[config.mk]
export PLATFORM = sky130hd
export DESIGN_NAME = ir_range_filter_speed_map
export DESIGN_NICKNAME = d
export VERILOG_FILES = /design/src/irrf_pkg.sv /design/src/ir_range_filter_speed_map.sv /design/src/irrf_ctrl.sv /design/src/irrf_dp.sv
export SDC_FILE = /design/constraint.sdc
export NUM_CORES = 1
export LEC_CHECK = 0
export ABC_AREA = 1
export BUFFER_PORTS_ARGS = -buffer_cell sky130_fd_sc_hd__buf_2
export CORE_ASPECT_RATIO = 0.8
export CORE_UTILIZATION = 62
export DETAILED_ROUTE_END_ITERATION = 6
export PLACE_DENSITY = 0.95
export SYNTH_ARGS = -nofsm -noshare
export SYNTH_HDL_FRONTEND = slang
export SYNTH_SLANG_ARGS = --single-unit
[constraint.sdc]
create_clock -name i_clk -period 12.3 [get_ports i_clk]
set_input_delay 3.69 -clock i_clk [delete_from_list [all_inputs] [get_ports i_clk]]
set_output_delay 3.69 -clock i_clk [all_outputs]
set_load 0.02 [all_outputs]
[src/irrf_pkg.sv]
// Package for the IR range filter with speed map.
// Holds widths, filter constants, controller states and the command/status structs.
// No dependencies.
package irrf_pkg;

    // Field and state widths
    localparam int DIST_W  = 9;
    localparam int SPEED_W = 8;
    localparam int CNT_W   = 4;
    localparam int SUM_W   = 13;
    localparam int PROD_W  = DIST_W + 5;
    localparam int STEP_W  = $clog2(SUM_W);
    localparam int ADDR_W  = 2;
    localparam int DATA_W  = 32;

    // Window length in samples (1 to 15)
    localparam int WINDOW_LEN = 10;

    // Filter and speed-map constants
    localparam int PREV_RESET = 20;
    localparam int RANGE_LO   = 20;
    localparam int RANGE_HI   = 81;
    localparam int SPEED_OFS  = 40;

    // Register byte addresses
    localparam logic [ADDR_W-1:0] ADDR_SENSOR_ENABLE = ADDR_W'(0);

    // Controller states
    typedef enum logic [1:0] {
        ST_IDLE,
        ST_START,
        ST_DIV,
        ST_LOAD
    } t_state;

    // Commands from controller to datapath
    typedef struct packed {
        logic sample_load;
        logic div_start;
        logic div_step;
        logic out_load;
    } t_dp_cmd;

    // Status from datapath to controller
    typedef struct packed {
        logic win_end;
        logic div_last;
        logic out_free;
    } t_dp_stat;

endpackage

[src/ir_range_filter_speed_map.sv]
// Top level of the IR range filter with speed map.
// Holds the APB register and joins irrf_ctrl and irrf_dp; uses irrf_pkg.
//
//   channel   direction  handshake                 payload
//   input     in         i_in_valid / o_in_stall   i_sample_distance
//   output    out        o_out_valid / i_out_stall o_avg_distance, o_motor_speed, o_in_range
//   config    in         APB psel/penable/pwrite   paddr, pwdata, prdata
//
// An item that does not close a window leaves the controller idle and ready for the next
// item. The last item of a window is followed by states to start the divider, to run
// the restoring divider (one quotient bit a cycle), and to load the output register.
// Reset is synchronous and active low; it enables the sensor and clears the window.
// A result waiting in the output register does not block new items; only the load
// of the next window result waits for the output register to empty.
module ir_range_filter_speed_map
    import irrf_pkg::*;
(
    input  logic               i_clk,
    input  logic               i_rst_n,
    input  logic               i_in_valid,
    output logic               o_in_stall,
    input  logic [DIST_W-1:0]  i_sample_distance,
    output logic               o_out_valid,
    input  logic               i_out_stall,
    output logic [DIST_W-1:0]  o_avg_distance,
    output logic [SPEED_W-1:0] o_motor_speed,
    output logic               o_in_range,
    input  logic               psel,
    input  logic               penable,
    input  logic               pwrite,
    input  logic [ADDR_W-1:0]  paddr,
    input  logic [DATA_W-1:0]  pwdata,
    output logic [DATA_W-1:0]  prdata,
    output logic               pready
);

    logic     r_enable;
    t_dp_cmd  cmd;
    t_dp_stat stat;

    // Sensor enable register
    always_ff @(posedge i_clk) begin
        if (!i_rst_n) begin
            r_enable <= 1'b1;
        end else if (psel && penable && pwrite && paddr == ADDR_SENSOR_ENABLE) begin
            r_enable <= pwdata[0];
        end
    end

    assign pready = 1'b1;
    assign prdata = (paddr == ADDR_SENSOR_ENABLE) ? {{(DATA_W-1){1'b0}}, r_enable} : '0;

    irrf_ctrl u_ctrl (
        .i_clk      (i_clk),
        .i_rst_n    (i_rst_n),
        .i_in_valid (i_in_valid),
        .i_enable   (r_enable),
        .i_stat     (stat),
        .o_in_stall (o_in_stall),
        .o_cmd      (cmd)
    );

    irrf_dp u_dp (
        .i_clk             (i_clk),
        .i_rst_n           (i_rst_n),
        .i_cmd             (cmd),
        .i_sample_distance (i_sample_distance),
        .i_out_stall       (i_out_stall),
        .o_stat            (stat),
        .o_out_valid       (o_out_valid),
        .o_avg_distance    (o_avg_distance),
        .o_motor_speed     (o_motor_speed),
        .o_in_range        (o_in_range)
    );

endmodule

[src/irrf_ctrl.sv]
// Controller state machine for the IR range filter.
// Sequences sample update, window division and result load; uses irrf_pkg.
module irrf_ctrl
    import irrf_pkg::*;
(
    input  logic     i_clk,
    input  logic     i_rst_n,
    input  logic     i_in_valid,
    input  logic     i_enable,
    input  t_dp_stat i_stat,
    output logic     o_in_stall,
    output t_dp_cmd  o_cmd
);

    t_state r_state;
    t_state n_state;

    // Hold state
    always_ff @(posedge i_clk) begin
        if (!i_rst_n) begin
            r_state <= ST_IDLE;
        end else begin
            r_state <= n_state;
        end
    end

    // Next state and commands
    always_comb begin
        n_state    = r_state;
        o_in_stall = 1'b1;
        o_cmd      = '0;
        unique case (r_state)
            ST_IDLE: begin
                o_in_stall = 1'b0;
                // drop the item while disabled, else fold it into the window
                if (i_in_valid && i_enable) begin
                    o_cmd.sample_load = 1'b1;
                    if (i_stat.win_end) begin
                        n_state = ST_START;
                    end
                end
            end
            ST_START: begin
                o_cmd.div_start = 1'b1;
                n_state         = ST_DIV;
            end
            ST_DIV: begin
                o_cmd.div_step = 1'b1;
                if (i_stat.div_last) begin
                    n_state = ST_LOAD;
                end
            end
            ST_LOAD: begin
                // wait until the output register can take the result
                if (i_stat.out_free) begin
                    o_cmd.out_load = 1'b1;
                    n_state        = ST_IDLE;
                end
            end
            default: begin
                n_state = ST_IDLE;
            end
        endcase
    end

endmodule

[src/irrf_dp.sv]
// Datapath for the IR range filter: sample filter, window accumulators,
// restoring divider and output register. Uses irrf_pkg.
module irrf_dp
    import irrf_pkg::*;
(
    input  logic               i_clk,
    input  logic               i_rst_n,
    input  t_dp_cmd            i_cmd,
    input  logic [DIST_W-1:0]  i_sample_distance,
    input  logic               i_out_stall,
    output t_dp_stat           o_stat,
    output logic               o_out_valid,
    output logic [DIST_W-1:0]  o_avg_distance,
    output logic [SPEED_W-1:0] o_motor_speed,
    output logic               o_in_range
);

    logic [DIST_W-1:0]  r_prev;
    logic [CNT_W-1:0]   r_pos;
    logic [CNT_W-1:0]   r_cnt;
    logic [SUM_W-1:0]   r_sum;
    logic [CNT_W-1:0]   r_dvs;
    logic [CNT_W-1:0]   r_rem;
    logic [SUM_W-1:0]   r_quo;
    logic [STEP_W-1:0]  r_step;
    logic               r_out_valid;
    logic [DIST_W-1:0]  r_avg;
    logic [SPEED_W-1:0] r_speed;
    logic               r_inr;

    logic [DIST_W-1:0]  diff;
    logic [PROD_W-1:0]  diff_x20;
    logic               accept;
    logic [CNT_W:0]     rem_sh;
    logic               rem_ge;
    logic [DIST_W-1:0]  avg;
    logic               inr;
    logic [DIST_W+1:0]  avg_x3;
    logic [SPEED_W-1:0] speed;

    // Accept test: 20 * |s - prev| < prev
    assign diff     = (i_sample_distance > r_prev) ? (i_sample_distance - r_prev)
                                                   : (r_prev - i_sample_distance);
    assign diff_x20 = (PROD_W'(diff) << 4) + (PROD_W'(diff) << 2);
    assign accept   = diff_x20 < PROD_W'(r_prev);

    // Filter state and window accumulators
    always_ff @(posedge i_clk) begin
        if (!i_rst_n) begin
            r_prev <= DIST_W'(PREV_RESET);
            r_pos  <= '0;
            r_cnt  <= '0;
            r_sum  <= '0;
        end else if (i_cmd.sample_load) begin
            r_prev <= i_sample_distance;
            r_pos  <= o_stat.win_end ? '0 : r_pos + CNT_W'(1);
            if (accept) begin
                r_sum <= r_sum + SUM_W'(i_sample_distance);
                r_cnt <= r_cnt + CNT_W'(1);
            end
        end else if (i_cmd.div_start) begin
            r_sum <= '0;
            r_cnt <= '0;
        end
    end

    // Restoring divider step: one quotient bit per cycle
    assign rem_sh = {r_rem, r_quo[SUM_W-1]};
    assign rem_ge = rem_sh >= {1'b0, r_dvs};

    always_ff @(posedge i_clk) begin
        if (i_cmd.div_start) begin
            r_quo  <= r_sum;
            r_dvs  <= r_cnt;
            r_rem  <= '0;
            r_step <= '0;
        end else if (i_cmd.div_step) begin
            r_rem  <= rem_ge ? CNT_W'(rem_sh - {1'b0, r_dvs}) : CNT_W'(rem_sh);
            r_quo  <= {r_quo[SUM_W-2:0], rem_ge};
            r_step <= r_step + STEP_W'(1);
        end
    end

    // Speed map on the finished quotient; no accepted sample gives zero
    assign avg    = (r_dvs == '0) ? '0 : r_quo[DIST_W-1:0];
    assign inr    = (avg > DIST_W'(RANGE_LO)) && (avg < DIST_W'(RANGE_HI));
    assign avg_x3 = {2'b00, avg} + {1'b0, avg, 1'b0};
    assign speed  = inr ? SPEED_W'(avg_x3 - (DIST_W+2)'(SPEED_OFS)) : '0;

    // Output register: set on load, clear when the item is taken
    always_ff @(posedge i_clk) begin
        if (!i_rst_n) begin
            r_out_valid <= 1'b0;
        end else if (i_cmd.out_load) begin
            r_out_valid <= 1'b1;
        end else if (!i_out_stall) begin
            r_out_valid <= 1'b0;
        end
    end

    always_ff @(posedge i_clk) begin
        if (i_cmd.out_load) begin
            r_avg   <= avg;
            r_speed <= speed;
            r_inr   <= inr;
        end
    end

    // Status
    assign o_stat.win_end  = r_pos == CNT_W'(WINDOW_LEN - 1);
    assign o_stat.div_last = r_step == STEP_W'(SUM_W - 1);
    assign o_stat.out_free = !r_out_valid || !i_out_stall;

    assign o_out_valid    = r_out_valid;
    assign o_avg_distance = r_avg;
    assign o_motor_speed  = r_speed;
    assign o_in_range     = r_inr;

endmodule

==> results of run 1 <==
kinds of logic (layout without fill, tap and decap cells):
family / after synthesis / count (layout)
and+or+nand+nor: 286 / 286
adders and majority gates: 75 / 75
xor gates and xnor gates: 28 / 28
DFF: 77 / 77
other: 2 / 32
buffers and inverters: 179 / 187
AOI/OAI and AO/OA: 130 / 130
through the flow:
stage / cells / power (mW) / worst slack, ps / util, %
finish: 934 / 1.891 / 4462 / 68.75
global route: 934 / 2.044 / 4129 / 68.75
CTS: 934 / 1.859 / 4455 / 68.75
detailed placement: 918 / 1.496 / 4320 / 65.00
global placement: 918 / 1.433 / 4471 / 65.00
floorplan: 807 / 1.281 / 4393 / -
final cells by class:
type,instances,area [um^2]
Tap cell,119,148.9
Clock buffer,13,270.3
Fill cell,675,3003
Multi-Input combinational cell,551,3511
Timing Repair Buffer,40,202.7
Clock inverter,3,90.09
Inverter,131,491.7
Sequential cell,77,1892
synthesized netlist by cell type, drive strengths merged, types with 2 or more instances:
cell | number | area, um^2
clkbuf | 7 | 26.28
clkinv | 2 | 7.510
nor2 | 53 | 227.7
a21oi | 66 | 371.6
nor3 | 10 | 55.05
buf | 41 | 321.5
a31oi | 4 | 25.02
inv | 129 | 484.2
nand2 | 162 | 688.2
fa | 5 | 100.1
edfxtp | 35 | 1051
nand4 | 8 | 50.05
nand3b | 3 | 22.52
xnor2 | 8 | 70.07
conb | 2 | 7.510
xor2 | 20 | 182.7
nand3 | 47 | 350.3
a21boi | 3 | 22.52
o211ai | 3 | 22.52
o21bai | 4 | 30.03
ha | 70 | 875.8
dfxtp | 42 | 840.8
o21ai | 45 | 225.2
o221ai | 2 | 17.52
metal layers:
| metal | vias up | track usage (%) | part of all wire (%) |
|---|---|---|---|
| met5 | - | 0 | 0 |
| met4 | 0 | 16.34 | 3.7 |
| met3 | 59 | 6.577 | 9.1 |
| met2 | 292 | 47.29 | 46 |
| met1 | 2409 | 38.85 | 41 |
| li1 | 2517 | - | - |
path summary, 6_finish.rpt:
| check | to | slack [ps] | cells past startpoint |
|---|---|---|---|
| max | prdata[0] | 4460 | 3 |
| min | u_dp.r_sum[8] | 490 | 2 |
| max reg2reg | u_dp.r_cnt[0] | 7720 | 25 |
| min reg2reg | u_dp.r_sum[8] | 490 | 2 |
power by group through the flow:
stage	Sequential, mW	Combinational (mW)	Clock [mW]
6_report	0.389	1.18	0.320
5_1_grt	0.394	1.32	0.330
4_1_cts	0.387	1.15	0.321
3_5_place_dp	0.390	1.11	0
3_3_place_gp	0.386	1.05	0
2_1_floorplan	0.387	0.894	0
sequential cells by signal, indices dropped and copies added (netlist names):
register and count:
u_dp.r_rem 4, u_dp.r_step 4, u_dp.o_in_range 1, u_ctrl.r_state 2
u_dp.r_dvs 4, u_dp.o_motor_speed 8, u_dp.o_avg_distance 9, u_dp.r_cnt 4
u_dp.r_pos 4, u_dp.o_out_valid 1, u_dp.r_prev 9, u_dp.r_sum 13
r_enable 1, u_dp.r_quo 13
critical path, stage by stage:
cell	delay (ps)
buf_2	100
nor3b_1	160
buf_2	190
==> results_dict.tcl, run 1 <==
set metrics [dict create \
    outcome "complete, no violations" \
    synth_fa_ha_area_share_pct 15.93 \
    cts_tree "built" \
    period_share_pct 63.72 \
    die_y_um 90.91 \
    worstPathArrival_ps 4150 \
    rsz0062_at_grt "false" \
    grt.total_usage_pct 30.19 \
    netlist_area_um2 6126 \
    drtPass1Iterations 6 \
    synth-compound-area-share_pct 12.05 \
    tns_ps 0 \
    grt_overflow 0 \
    cts_num_sinks 77 \
    whs_ps 493.3 \
    maxSlewViolCount 0 \
    num_vias 5277 \
    start_util_pct 63.75 \
    synthMuxAreaShare_pct 0 \
    combinationalPowerShare_pct 62.5 \
    die-area_um2 10280 \
    hpwlAfterDp_um 9891 \
    yosys_warnings 0 \
    yosysUniqueCellTypes 47 \
    maxSlewHeadroom_pct 23.94 \
    io_buffers 39 \
    ctsHoldBuffers 0 \
    vias_per_cell 5.650 \
    p_sw_share_pct 49.09 \
    clock_tree.root_cell "clkbuf_16" \
    cts_buffer_depth 2 \
    fp-row-count 32 \
    detail_route.iter0.violations 496 \
    finalClockSkew_ps 10.72 \
    drtAntennaViolNets 0 \
    totalWireLength_um 14490 \
    timing.rr.start "u_dp.r_prev[7]" \
    grt_pass1_vias 4982 \
    synth_simple_gate_area_share_pct 23.18 \
    ir_drop_mv 0.1480 \
    area_growth_pct 7.843 \
    final_area_um2 6606 \
    route.detailed.drc 0 \
    dpl-instance-area_um2 6246 \
    crit_path_start "paddr[1]" \
    hold_violations 0 \
    p_int_mw 0.9626 \
    grt_first_pass_wirelength_um 23940 \
    critPathMaxFanout 2 \
    critPathLaunchType "input pin" \
    antennaDiodeCount 0 \
    clk_latency_ps 350 \
    drive_gt1_share_pct 15.34 \
    grt_start_max_net_pins 27 \
    place.gp.congestion 0.9203 \
    post_cts_buffers 0 \
    synth_flop_cell "dfxtp_1" \
    powerDensity_nw_per_um2 286.2 \
    power_frac_seq_pct 20.6 \
    hold_start "u_dp.r_sum[8]" \
    final_common_cell "nand2_1" \
    synth-xor-area-share_pct 4.126 \
    postSynthCellCount 777 \
    antenna_found_initial 0 \
    power_switching_mw 0.9281 \
    finalSetupViolations 0 \
    cts_inserted_buffers 9 \
    clockPowerShare_pct 16.9 \
    p_leak_nw 3.214 \
    num_io_pins 103 \
    worst_pin_slew_ps 1137 \
    synth_edf_count 35 \
    fin_crit_ps 7838 \
    crit_required_ps 8610 \
    ys_seq_area_share_pct 30.88 \
    synth.avg_cell_area_um2 7.884 \
    synth_top_family_by_area "simple AND/OR/NAND/NOR gates" \
    ys_async_sr_fraction_pct 0 \
    core_area_um2 9609 \
    clkTransAtPathRegs_ps 60 \
    final_cell_mix "nand2_1 (134), inv_1 (123), ha_1 (70), a21oi_1 (54), nor2_1 (49)" \
    drv_cap 0 \
    nets 935 \
    wl_per_cell_um 15.51 \
    cts_resized 0 \
    hp-class "reg -> reg" \
    critPathKind "in -> out" \
    end_kind "primary output" \
    fmax_mhz 127.6 \
    htreeDepth 3 \
    synth_seq_cells 77 \
    die_w_um 113.1 \
]
(Power assumes the default switching activity.)
==> run 2: changes to the inputs <==
--- a/config.mk
+++ b/config.mk
@@ -5,12 +5,12 @@
 export SDC_FILE = /design/constraint.sdc
 export NUM_CORES = 1
 export LEC_CHECK = 0
-export ABC_AREA = 1
+export ABC_AREA = 0
 export BUFFER_PORTS_ARGS = -buffer_cell sky130_fd_sc_hd__buf_2
 export CORE_ASPECT_RATIO = 0.8
-export CORE_UTILIZATION = 62
+export CORE_UTILIZATION = 52
 export DETAILED_ROUTE_END_ITERATION = 6
-export PLACE_DENSITY = 0.95
+export PLACE_DENSITY = 0.86
 export SYNTH_ARGS = -nofsm -noshare
 export SYNTH_HDL_FRONTEND = slang
 export SYNTH_SLANG_ARGS = --single-unit
==> constraint.sdc (replaced) <==
create_clock -name i_clk -period 7.1 [get_ports i_clk]
set_input_delay 2.13 -clock i_clk [delete_from_list [all_inputs] [get_ports i_clk]]
set_output_delay 2.13 -clock i_clk [all_outputs]
set_load 0.02 [all_outputs]
==> run 2 against run 1 <==
Cell count fell by 10%. Count of clock-buffer cells in the layout fell by 1. Area after synthesis fell by 1.1%. Sequential share of layout area rose by 0.72 points. Register-to-register slack got worse by 5600 ps. Die area rose by 18%. Critical path type is now in -> reg. Critical endpoint is now u_dp.r_cnt[1].
==> results_dict.tcl, run 2 <==
set metrics [dict create \
    outcome "complete, no violations" \
    netlist_top_cells_area "edfxtp_1 (17%), ha_1 (14%), dfxtp_1 (14%), buf_4 (4.2%), nand2_1 (4.0%)" \
    maxSlewHeadroom_pct 6.175 \
    num_vias 4747 \
    fin_crit_ps 6599 \
    cts_inserted_buffers 9 \
    die_w_um 122.7 \
    cts_buffer_depth 2 \
    netlist_area_um2 6060 \
    die_y_um 98.55 \
    cts_tree "built" \
    setup_slack_ps 500.5 \
    reg_top3 "u_dp.r_quo x13, u_dp.r_sum x13" \
    place.gp.congestion 0.9032 \
    grt_pass1_vias 4567 \
    cts_resized 0 \
    end_kind "register" \
    hold_violations 0 \
    maxSlewViolCount 0 \
    drive_gt1_share_pct 14.57 \
    antenna_found_initial 0 \
    finalSetupViolations 0 \
    finalClockSkew_ps 7.227 \
    fmax_mhz 151.5 \
    powerDensity_nw_per_um2 298.8 \
    drv_cap 0 \
    crit_required_ps 7330 \
    grt.total_usage_pct 22.40 \
    num_io_pins 103 \
    grt_first_pass_wirelength_um 21470 \
    cts_num_sinks 77 \
    dp_cells 821 \
    vias_per_cell 5.671 \
    critPathMaxFanout 34 \
    detail_route.iter0.violations 394 \
    synth_top_area_cell "edfxtp_1" \
    final_area_um2 6444 \
    ys_seq_area_share_pct 31.22 \
    synth.most_common_cell "ha_1" \
    grt_start_max_net_pins 41 \
    yosysUniqueCellTypes 75 \
    ir_drop_mv 0.1480 \
    dp_slack_ps 215.7 \
    period_share_pct 92.95 \
    totalWireLength_um 12970 \
    ctsHoldBuffers 0 \
    synth_seq_cells 77 \
    core_area_um2 11100 \
    hp-class "reg -> reg" \
    worstPathArrival_ps 6830 \
    power_mw 1.925 \
    start_util_pct 54.58 \
    critPathLaunchType "input pin" \
    hpwlAfterDp_um 9631 \
    critPathKind "in -> reg" \
    clock_tree.root_cell "clkbuf_16" \
    final_common_cell "ha_1" \
    synth_edf_count 35 \
    tns_ps 0 \
    grt_overflow 0 \
    yosysTopAreaCellShare_pct 17.34 \
    finish.utilization_pct 58.03 \
    worst_pin_slew_ps 1404 \
    p_leak_nw 2.932 \
    die-area_um2 12090 \
    post_cts_buffers 0 \
    rsz0062_at_grt "false" \
    drtPass1Iterations 6 \
    postSynthCellCount 658 \
    clk_latency_ps 340 \
    route.detailed.drc 0 \
    wl_per_cell_um 15.50 \
    final_cell_mix "ha_1 (70), nand2_1 (65), inv_1 (59), dfxtp_1 (42), buf_2 (39)" \
    clkTransAtPathRegs_ps 60 \
    whs_ps 482.4 \
    dpl-instance-area_um2 6165 \
    htreeDepth 3 \
    io_buffers 39 \
    synth.avg_cell_area_um2 9.209 \
    nets 813 \
    drtAntennaViolNets 0 \
    fin_cells 837 \
    synth_flop_cell "dfxtp_1" \
    synthTopCellsByCount "ha_1 (70), nand2_1 (65), inv_1 (59)" \
    fp-row-count 34 \
    ys_async_sr_fraction_pct 0 \
    antennaDiodeCount 0 \
    yosys_warnings 0 \
    area_growth_pct 6.339 \
    fillCellCount 920 \
]
==> run 2: cell count changes after synthesis, sizes merged, moves of 14 or more <==
cell	delta
nor2b	+14
nor2	-25
inv	-70
a21oi	-31
nand3	-23
nand2	-96
==> run 2: worst paths after layout <==
path                              from              to  slack [ps]  depth (start not counted)
setup reg to reg        u_dp.r_prev[6]   u_dp.r_cnt[1]        2150                         20
hold / removal          u_dp.r_prev[8]  u_dp.r_prev[8]         480                          2
hold reg to reg         u_dp.r_prev[8]  u_dp.r_prev[8]         480                          2
setup / recovery  i_sample_distance[6]   u_dp.r_cnt[1]         500                         22
==> run 2: final cells by class <==
| class | count | area (um^2) | area share, % |
|---|---|---|---|
| multi-input combinational | 498 | 3633 | 56.39 |
| tap | 144 | 180.2 | 2.796 |
| inverter | 59 | 221.5 | 3.437 |
| clock buffer | 12 | 257.7 | 4.000 |
| timing repair buffer | 43 | 237.7 | 3.689 |
| clock inverter | 4 | 21.27 | 0.3301 |
| sequential | 77 | 1892 | 29.36 |
==> run 2: worst max-delay path: stages <==
cell	delay [ps]
buf_2	130
inv_1	60
ha_1	410
a211o_1	340
a21o_1	210
nand3b_1	370
nand4b_1	220
nand3_1	270
ha_1	350
ha_1	210
a21oi_1	260
o21ai_0	150
xor2_1	170
ha_1	270
o21ai_0	70
nor2_1	60
nor3_1	180
o2111ai_1	190
nor4b_4	300
buf_12	240
nand3b_1	140
nand2_1	60
==> run 2: cells by family after synthesis <==
kind of cell | after synthesis | synth area share [%]
AO/OA/AOI/OAI | 144 | 16.52
AND/OR/NAND/NOR | 197 | 17.12
XOR/XNOR | 28 | 4.295
buffers and inverters | 113 | 10.68
flip-flops | 77 | 31.22
adder cells (fa/ha/maj) | 76 | 16.27
multiplexers | 21 | 3.779
other | 2 | 0.1239
==> run 2: per-layer routing <==
layer  GRT usage (%)  share of wire (%)
met1           30.07                 45
met2           36.99                 48
met3           4.861                5.5
met4           4.597                1.2
met5               0                  0
==> run 2: power breakdown <==
group | leakage [nW] | internal (mW) | total (mW) | switching, mW
Combinational | 2.13 | 0.381 | 0.939 | 0.558
Clock | 0.142 | 0.256 | 0.433 | 0.177
Sequential | 0.661 | 0.521 | 0.553 | 0.0315
Total | 2.93 | 1.16 | 1.93 | 0.766
==> run 3: changes to the inputs <==
--- a/config.mk
+++ b/config.mk
@@ -10,6 +10,7 @@
 export CORE_ASPECT_RATIO = 0.8
 export CORE_UTILIZATION = 52
 export DETAILED_ROUTE_END_ITERATION = 6
+export GPL_TIMING_DRIVEN = 0
 export PLACE_DENSITY = 0.86
 export SYNTH_ARGS = -nofsm -noshare
 export SYNTH_HDL_FRONTEND = slang
==> run 3 against run 2 <==
First-iteration DRC count up 13%. Sequential cell count unchanged. Combinational power up 8%. Final area up 7.0%. Global-route usage up 2.0 points. Non-clock buffer count up 52. Largest cell class unchanged. Largest power group unchanged. Highest routed layer unchanged.
==> results_dict.tcl, run 3 (synthesized netlist as in run 2, its figures left out) <==
set metrics [dict create \
    ctsHoldBuffers 0 \
    fin_cells 889 \
    p_leak_nw 3.199 \
    fin_crit_ps 6857 \
    worst_path_dominant_cell_family "simple AND/OR/NAND/NOR gates" \
    power_switching_mw 0.8073 \
    reg_top3 "u_dp.r_quo x13, u_dp.r_sum x13" \
    crit_path_start "i_sample_distance[6]" \
    worstPathArrival_ps 7130 \
    cts_inserted_buffers 9 \
    cts_resized 0 \
    critPathMaxStageDelay_ps 520 \
    htreeDepth 3 \
    hold_start "u_dp.r_prev[8]" \
    place.gp.congestion 0.8872 \
    worst_pin_slew_ps 1060 \
    drive_gt1_share_pct 19.60 \
    rsz0062_at_grt "false" \
    rrSetupSlack_ps 1910 \
    dp_cells 871 \
    detail_route.iter0.violations 444 \
    grt_overflow 0 \
    grt_pass1_vias 4849 \
    finalClockSkew_ps 6.656 \
    clock_tree.root_cell "clkbuf_16" \
    critical_path_buf_inv_count 5 \
    p_int_mw 1.250 \
    vias_per_cell 5.628 \
    area_growth_pct 13.81 \
    cts_buffer_depth 2 \
    power_frac_seq_pct 27.0 \
    grt_start_max_net_pins 19 \
    p_sw_share_pct 39.24 \
    clk_latency_ps 340 \
    hpwlAfterDp_um 10950 \
    clkTransAtPathRegs_ps 60 \
    totalWireLength_um 14620 \
    hp-class "reg -> reg" \
    grt_first_pass_wirelength_um 22980 \
    critPathMaxFanout 10 \
    fp-row-count 34 \
    hold_violations 0 \
    drv_cap 0 \
    antennaDiodeCount 0 \
    cts_tree "built" \
    drtAntennaViolNets 0 \
    antenna_found_initial 0 \
    critPathKind "in -> reg" \
    cp_cell_sequence "buf_2 > inv_1 > ha_1 > buf_6 > a211o_1 > a21o_1 > nand3b_1 > nand2_4 > mux2i_2 > xor2_1 > ha_1 > a21oi_1 > o21ai_0 > xor2_1 > ha_1 > o21ai_0 > nor2_1 > nor3_1 > o2111ai_1 > nor4b_4 > buf_4 > buf_6 > nand3_1 > o21ai_2" \
    clockPowerShare_pct 24.1 \
    slowest_stage "mux2i_2" \
    setup_slack_ps 243.0 \
    die_y_um 98.55 \
    combinationalPowerShare_pct 49.0 \
    nets 865 \
    maxSlewViolCount 0 \
    num_vias 5003 \
    critPathLaunchType "input pin" \
    ir_drop_mv 0.1995 \
    outcome "complete, no violations" \
    wl_per_cell_um 16.44 \
    period_share_pct 96.58 \
    fmax_mhz 145.8 \
    cts_num_sinks 77 \
    powerDensity_nw_per_um2 298.3 \
    route.detailed.drc 0 \
    die_w_um 122.7 \
    drtPass1Iterations 5 \
    final_common_cell "ha_1" \
    grt.total_usage_pct 24.42 \
    io_buffers 39 \
    crit_required_ps 7370 \
    cp_common_cell "ha_1" \
    end_kind "register" \
    start_util_pct 54.58 \
    maxSlewHeadroom_pct 28.92 \
    post_cts_buffers 0 \
    die-area_um2 12090 \
    num_io_pins 103 \
    core_area_um2 11100 \
    finalSetupViolations 0 \
    final_cell_mix "ha_1 (70), nand2_1 (65), inv_1 (59), dfxtp_1 (42), buf_2 (40)" \
    timing.rr.start "u_dp.r_prev[6]" \
    dp_slack_ps -131.3 \
]
[run 3: worst reg2reg max path: stages, from the launching register on]
cell and delay, ps:
dfxtp_1 330, ha_1 290, buf_6 140, a211o_1 280, a21o_1 210, nand3b_1 380
nand2_4 280, mux2i_2 520, xor2_1 140, ha_1 240, a21oi_1 250, o21ai_0 150
xor2_1 180, ha_1 280, o21ai_0 80, nor2_1 60, nor3_1 230, o2111ai_1 210
nor4b_4 300, buf_4 200, buf_6 160, nand3_1 120, o21ai_2 100
[run 3: worst paths after layout]
path,cells after the start,to
max,24,u_dp.r_sum[5]
min,2,u_dp.r_prev[8]
max reg2reg,22,u_dp.r_sum[5]
min reg2reg,2,u_dp.r_prev[8]
[run 3: cell type report]
type                            count  area, um^2
Clock inverter                      5       85.08
Buffer                             54       425.4
Tap cell                          144       180.2
Fill cell                         895        4207
Timing Repair Buffer               41       222.7
Inverter                           59       221.5
Multi-Input combinational cell    498        3637
Sequential cell                    77        1892
Clock buffer                       11       232.7
[run 3: power by group through the flow]
| stage | Combinational, mW | Clock, mW | Sequential, mW |
|---|---|---|---|
| 2_1_floorplan | 0.763 | 0 | 0.552 |
| 3_5_place_dp | 0.967 | 0 | 0.562 |
| 3_3_place_gp | 0.919 | 0 | 0.558 |
| 6_report | 1.01 | 0.495 | 0.555 |
| 5_1_grt | 1.10 | 0.511 | 0.559 |
| 4_1_cts | 0.984 | 0.494 | 0.553 |
[run 3: per-stage QoR]
| step | util, % | instance area (um^2) | hold WS, ps | total power, mW | TNS, ps |
|---|---|---|---|---|---|
| 2_1_floorplan | - | 6172 | 441.6 | 1.315 | 0 |
| 3_3_place_gp | 58.97 | 6548 | 455.2 | 1.477 | 0 |
| 3_5_place_dp | 59.00 | 6551 | 465.4 | 1.529 | -1680 |
| 4_1_cts | 61.87 | 6869 | 473.4 | 2.031 | 0 |
| 5_1_grt | 62.11 | 6897 | 493.1 | 2.170 | 0 |
| 6_report | 62.11 | 6897 | 474.8 | 2.057 | 0 |
[run 3: per-layer routing]
layer	GRT usage (%)	vias up	share of wire, %	wire length [um]
met2	41.31	216	48	7077
met4	6.660	0	1.7	245
met1	31.22	2365	42	6200
met5	0	-	0	0
met3	5.382	26	7.5	1093
li1	-	2396	-	-
